[src/rtl/core/imh_pkg.sv]
// Package for the indexed min-heap: field widths, operation and status codes,
// request/response structs and the controller-to-datapath command set.
// Depends on nothing; imh_ctrl, imh_dp and the top level import it.
package imh_pkg;

  // Fixed widths of the interface fields.
  localparam int ITEM_W   = 10;
  localparam int IKEY_W   = 16;
  localparam int LCNT_W   = 11;
  localparam int ID_DEPTH = 1 << ITEM_W;

  // Defaults for the top-level parameters.
  localparam int DEF_CAPACITY = 1024;
  localparam int DEF_KEY_BITS = 16;

  // Operation codes.
  localparam logic [2:0] OP_CLEAR   = 3'd0;
  localparam logic [2:0] OP_LOAD    = 3'd1;
  localparam logic [2:0] OP_BUILD   = 3'd2;
  localparam logic [2:0] OP_EXTRACT = 3'd3;
  localparam logic [2:0] OP_REMOVE  = 3'd4;
  localparam logic [2:0] OP_DEC     = 3'd5;

  // Result status codes.
  localparam logic [1:0] ST_OK    = 2'd0;
  localparam logic [1:0] ST_EMPTY = 2'd1;
  localparam logic [1:0] ST_NOTP  = 2'd2;
  localparam logic [1:0] ST_FULL  = 2'd3;

  typedef struct packed {
    logic [2:0]        op;
    logic [ITEM_W-1:0] item_id;
    logic [IKEY_W-1:0] item_key;
  } imh_req_t;

  typedef struct packed {
    logic [ITEM_W-1:0] out_item;
    logic [IKEY_W-1:0] out_key;
    logic [1:0]        status;
    logic [LCNT_W-1:0] live_count;
  } imh_rsp_t;

  // One command per controller step; the datapath decodes it.
  typedef enum logic [4:0] {
    CMD_IDLE, CMD_DISP, CMD_EXT_A, CMD_EXT_B, CMD_TAKE_A, CMD_TAKE_B, CMD_TAKE_C,
    CMD_UP_A, CMD_UP_B, CMD_UP_C, CMD_DN_A, CMD_DN_B, CMD_DN_D, CMD_DN_E,
    CMD_CMP, CMD_DN_F, CMD_FIN, CMD_BLD_N, CMD_BLD_A, CMD_BLD_B, CMD_CLR, CMD_DONE
  } imh_cmd_e;

  // Status flags from the datapath to the controller.
  typedef struct packed {
    logic [2:0] op;
    logic       valid_id;
    logic       here;
    logic       full;
    logic       empty;
    logic       hole_zero;
    logic       first;
    logic       up_gt;
    logic       r_in;
    logic       l_in;
    logic       bc;
    logic       bi_zero;
    logic       take_need;
    logic       swp_last;
  } imh_sts_t;

endpackage

[src/rtl/core/imh_ctrl.sv]
// Controller state machine of the indexed min-heap: sequences each operation and its sift steps.
// Depends on imh_pkg; drives the command into imh_dp and reads its status.
module imh_ctrl (
  input  logic              clk_i,
  input  logic              rst_ni,
  input  logic              start,
  input  imh_pkg::imh_sts_t sts_i,
  output imh_pkg::imh_cmd_e cmd_o,
  output logic              busy,
  output logic              done_o
);
  import imh_pkg::*;

  typedef enum logic [22:0] {
    S_IDLE   = 23'h000001,
    S_DISP   = 23'h000002,
    S_EXT_A  = 23'h000004,
    S_EXT_B  = 23'h000008,
    S_TAKE_A = 23'h000010,
    S_TAKE_B = 23'h000020,
    S_TAKE_C = 23'h000040,
    S_UP_A   = 23'h000080,
    S_UP_B   = 23'h000100,
    S_UP_C   = 23'h000200,
    S_DN_A   = 23'h000400,
    S_DN_B   = 23'h000800,
    S_DN_C   = 23'h001000,
    S_DN_D   = 23'h002000,
    S_DN_E   = 23'h004000,
    S_DN_G   = 23'h008000,
    S_DN_F   = 23'h010000,
    S_FIN    = 23'h020000,
    S_BLD_N  = 23'h040000,
    S_BLD_A  = 23'h080000,
    S_BLD_B  = 23'h100000,
    S_CLR    = 23'h200000,
    S_DONE   = 23'h400000
  } state_e;

  state_e state_q, state_d;
  logic   init_q, init_d;

  // Next-state logic.
  always_comb begin
    state_d = state_q;
    init_d  = init_q;
    unique case (state_q)
      S_IDLE: begin
        if (start) state_d = S_DISP;
      end
      S_DISP: begin
        case (sts_i.op)
          OP_CLEAR:   state_d = S_CLR;
          OP_LOAD:    state_d = (sts_i.valid_id && sts_i.here) ? S_UP_A : S_DONE;
          OP_BUILD:   state_d = S_BLD_N;
          OP_EXTRACT: state_d = sts_i.empty ? S_DONE : S_EXT_A;
          OP_REMOVE:  state_d = sts_i.here ? S_TAKE_A : S_DONE;
          OP_DEC:     state_d = sts_i.here ? S_UP_A : S_DONE;
          default:    state_d = S_DONE;
        endcase
      end
      S_EXT_A:  state_d = S_EXT_B;
      S_EXT_B:  state_d = S_TAKE_A;
      S_TAKE_A: state_d = sts_i.take_need ? S_TAKE_B : S_DONE;
      S_TAKE_B: state_d = S_TAKE_C;
      S_TAKE_C: state_d = S_UP_A;
      S_UP_A: begin
        if (!sts_i.hole_zero) state_d = S_UP_B;
        else                  state_d = sts_i.first ? S_DN_A : S_FIN;
      end
      S_UP_B: state_d = S_UP_C;
      S_UP_C: begin
        if (sts_i.up_gt)     state_d = S_UP_A;
        else if (sts_i.first) state_d = S_DN_A;
        else                  state_d = S_FIN;
      end
      S_DN_A: begin
        if (sts_i.r_in)      state_d = S_DN_B;
        else if (sts_i.l_in) state_d = S_DN_D;
        else                 state_d = S_FIN;
      end
      S_DN_B:  state_d = S_DN_C;
      S_DN_C:  state_d = S_DN_D;
      S_DN_D:  state_d = S_DN_E;
      S_DN_E:  state_d = S_DN_G;
      S_DN_G:  state_d = S_DN_F;
      S_DN_F:  state_d = sts_i.bc ? S_DN_A : S_FIN;
      S_FIN:   state_d = (sts_i.op == OP_BUILD) ? S_BLD_N : S_DONE;
      S_BLD_N: state_d = sts_i.bi_zero ? S_DONE : S_BLD_A;
      S_BLD_A: state_d = S_BLD_B;
      S_BLD_B: state_d = S_DN_A;
      S_CLR: begin
        if (sts_i.swp_last) begin
          state_d = init_q ? S_IDLE : S_DONE;
          init_d  = 1'b0;
        end
      end
      S_DONE:  state_d = S_IDLE;
      default: state_d = S_IDLE;
    endcase
  end

  // State registers; reset starts with a sweep of the presence memory.
  always_ff @(posedge clk_i or negedge rst_ni) begin
    if (!rst_ni) begin
      state_q <= S_CLR;
      init_q  <= 1'b1;
    end else begin
      state_q <= state_d;
      init_q  <= init_d;
    end
  end

  // Command decode.
  always_comb begin
    unique case (state_q)
      S_IDLE:   cmd_o = CMD_IDLE;
      S_DISP:   cmd_o = CMD_DISP;
      S_EXT_A:  cmd_o = CMD_EXT_A;
      S_EXT_B:  cmd_o = CMD_EXT_B;
      S_TAKE_A: cmd_o = CMD_TAKE_A;
      S_TAKE_B: cmd_o = CMD_TAKE_B;
      S_TAKE_C: cmd_o = CMD_TAKE_C;
      S_UP_A:   cmd_o = CMD_UP_A;
      S_UP_B:   cmd_o = CMD_UP_B;
      S_UP_C:   cmd_o = CMD_UP_C;
      S_DN_A:   cmd_o = CMD_DN_A;
      S_DN_B:   cmd_o = CMD_DN_B;
      S_DN_C:   cmd_o = CMD_CMP;
      S_DN_D:   cmd_o = CMD_DN_D;
      S_DN_E:   cmd_o = CMD_DN_E;
      S_DN_G:   cmd_o = CMD_CMP;
      S_DN_F:   cmd_o = CMD_DN_F;
      S_FIN:    cmd_o = CMD_FIN;
      S_BLD_N:  cmd_o = CMD_BLD_N;
      S_BLD_A:  cmd_o = CMD_BLD_A;
      S_BLD_B:  cmd_o = CMD_BLD_B;
      S_CLR:    cmd_o = CMD_CLR;
      S_DONE:   cmd_o = CMD_DONE;
      default:  cmd_o = CMD_IDLE;
    endcase
  end

  assign busy   = (state_q != S_IDLE);
  assign done_o = (state_q == S_DONE);

endmodule

[config.mk]
export PLATFORM = sky130hd
export DESIGN_NAME = imh_ctrl
export DESIGN_NICKNAME = d
export VERILOG_FILES = /design/src/rtl/core/imh_pkg.sv /design/src/rtl/core/imh_ctrl.sv
export SDC_FILE = /design/constraint.sdc
export NUM_CORES = 1
export LEC_CHECK = 0
export ABC_AREA = 1
export BUFFER_PORTS_ARGS = -buffer_cell sky130_fd_sc_hd__buf_4
export CAP_MARGIN = 20
export CORE_UTILIZATION = 30
export CTS_BUF_LIST = sky130_fd_sc_hd__clkbuf_8 sky130_fd_sc_hd__clkbuf_16
export DETAILED_ROUTE_END_ITERATION = 7
export PLACE_DENSITY_LB_ADDON = 0.08
export SYNTH_ARGS = -nofsm -noshare
export SYNTH_HDL_FRONTEND = slang
export SYNTH_SLANG_ARGS = --single-unit
[constraint.sdc]
create_clock -name clk_i -period 2.2 [get_ports clk_i]
set_input_delay 0.44 -clock clk_i [delete_from_list [all_inputs] [get_ports clk_i]]
set_output_delay 0.44 -clock clk_i [all_outputs]
set_load 0.01 [all_outputs]
==> results.md <==
* Status: finished with violations
* Failing checks: setup timing
* Vias in the first global route at 1811
* Distinct cells, synth at 28
* Critical Path AT at 1890 ps
* R2R Setup Slk at 330 ps
* Post-Layout Inst Area at 2610 sq um
* Drt wl/cell at 13.3 um
* Largest net degree at the start of global routing at 25
* Row count at 27
* Worst min-delay path category: primary input to async pin
* Vias per Instance at 4.65
* Crit path max fanout at 6
* RSZ-0062 raised after global routing: yes
* Cell Int Power at 1.02 mW
* Antenna violations before repair at 0
* Fin util at 47.6%
* Sequential share of the synthesized area at 35.5%
* Gate count of the mapped netlist at 248
* Fraction of layout instances using a drive strength above 1 at 42.0%
* Die Wd at 77.2 um
* Clk pwr share at 24.8%
* Htree depth at 1
* Bufs on Longest Clock Path at 2
* Most common cell after layout, fill and taps aside: buf_4
* # clock sinks at 24
* Drt pass-1 iters at 4
* Crit path launch: state_q[20]
* Warnings from Yosys at 0
* Synthesized Nets at 267
* Total of max-cap violations at 0
* Post-synthesis mux area share at 0%
* Fin cells at 389
* Worst setup SP type: register
* Area share of fa/ha/maj cells after synthesis at 0%
* Switching part of the total power at 37.4%
* IO Pins at 26
* Largest family of logic cells by synthesized area: simple AND/OR/NAND/NOR gates
* Post-synth design cell area at 1700 sq um
* Post-route DRC violation count at 0
* Worst setup slack after layout at -128 ps
* Net Switching at 610 uW
* Die area at 5960 sq um
* Comb pwr share at 44.8%
* CP Data Required Time at 1760 ps
* Avg Cell Area, Syn at 6.84 sq um
* Pre-CTS setup slack at 97.0 ps
* Total GRT Usage at 18.4%
* Routed vias at 1809
* R2R Path Start: state_q[10]
* Max_slew headroom at 75.8%
* Clock slew at reported path FFs at 90 ps
* Antenna-violating nets left at 0
* Pwr Total at 1.63 mW
* Area of the multi-input gates at 1140 sq um
* Fin. max-slew vios at 0
* Worst-Skew Late Latency at 280 ps
* Core area at 5470 sq um
* Clock tree root buffer cell: clkbuf_8
* Post-route setup TNS at -508 ps
* Simple-Gate Fraction of Synth Area at 47.6%
* Pwr per Cell Area at 626 nW/um^2
* Worst-Margin Slew at 360 ps
* Initial DRC count at 85
* Critical Path Sink Type: output port
* Sequential power share at 30.5%
* Worst Skew at 4.55 ps
* Final min period at 2330 ps
* Compound-Gate Fraction of Synth Area at 6.05%
* Num CTS Buffers at 3
* Nets at 337
* Worst setup path class: register to output port
* Initial Util at 31.0%
* CTS tree: yes
* Register-to-Register Path Depth at 11
* Global-route wire length before repair at 8380 um
* Worst vdd ir at 0.300 mV
* Final setup vio count at 6
* Placer Congestion at 0.808
* Static Leak at 1.32 nW
* Final period utilization at 106%
* Fill count at 556
* N_diodes at 0
* Area grow syn2layout at 53.7%
* Post-DP Area at 2050 sq um
* Register bit total from synthesis at 24
* R2R Path End: state_q[0]
* Reg area at 603 sq um
* Xor/xnor share of the synthesized area at 0%
* Buffers added on ports at 24
* Final Hold Vio Count at 0
* Die height at 77.2 um
* Post-Place Cells at 356
* Hpwl dp at 3830 um
* Grt ovf at 0
* Drt total wl at 5160 um
* Worst hold margin at 51.4 ps
* Most frequent cells in the layout: 58 x buf_4, 46 x nor2_1, 37 x inv_1
* Achievable Freq at 430 MHz
repair_timing:
| item | CTS | global route |
|---|---|---|
| buffers inserted | 21 | 7 |
| gates cloned | 1 | 0 |
| endpoints found under the setup margin | 6 | 7 |
| hold buffers | 0 | 0 |
| pin swaps | 22 | 11 |
| resized for setup | 35 | 25 |
cells in the mapped netlist:
cell      count  share of area [%]
a21boi_0      1               0.44
a21boi_1      1               0.44
a21oi_1       2               0.59
and2_0        1               0.37
buf_6         3                2.0
dfrtp_1      22                 32
dfstp_2       2                3.1
inv_1        39                8.6
inv_2         1               0.22
nand2_1      36                8.0
nand2_2       7                2.6
nand3_1      34                 10
nand3_2       1               0.59
nand3b_1      1               0.44
nand4_1       4                1.5
nand4_2       1               0.74
nor2_1       53                 12
nor2_2       11                4.1
nor2_4        3                2.0
nor3_1        7                2.1
nor3_2        2                1.2
nor4_1        3                1.1
nor4_4        1                1.3
o21ai_0       3               0.88
o21bai_1      1               0.44
o22ai_1       6                2.2
o311ai_1      1               0.52
o32ai_1       1               0.52
registers in the layout (all words and copies together) (netlist names):
register,cells
init_q,1
state_q,23
layout make-up:
| cell class | count | share of cell area (%) |
|---|---|---|
| clock buffers | 3 | 1.58 |
| clock inverters | 1 | 1.15 |
| inverters | 40 | 5.85 |
| multi-input cells | 182 | 43.8 |
| flip-flops and latches | 24 | 23.1 |
| well taps | 72 | 3.45 |
| repair buffers | 67 | 21.1 |
cell families after synthesis:
logic type | Yosys count
flops | 24
compound gates | 16
buf+inv | 43
simple gates | 165
power by group through the flow:
stage	Sequential (mW)	Combinational [mW]	Clock, mW
floorplan	0.499	0.349	0
global placement	0.502	0.521	0
detailed placement	0.502	0.521	0
CTS	0.496	0.652	0.415
global route	0.502	0.805	0.429
finish	0.497	0.730	0.404
worst max path at each step:
stage / to / slack [ps] / cells after the start
floorplan: cmd_o[2] / 300 / 8
global placement: cmd_o[2] / 100 / 9
detailed placement: cmd_o[2] / 100 / 9
CTS: cmd_o[0] / -140 / 8
global route: cmd_o[0] / -260 / 10
finish: cmd_o[0] / -130 / 9
critical path: stages (launching register included):
cell and delay (ps):
dfrtp_1 410, nor2_2 150, nand2_4 100, nor2_4 240, buf_4 170, nand2_4 60
a21oi_4 170, nor3_1 70, nand3b_1 100, buf_4 130
layer usage:
metal  up-vias  GRT usage [%]  part of all wire [%]
li1        939              -                     -
met1       812           23.1                    46
met2        43           29.8                    47
met3        15           3.57                   3.9
met4         0           9.06                   3.3
met5         -              0                     0
No activity file was read; power rests on OpenSTA's default activity.
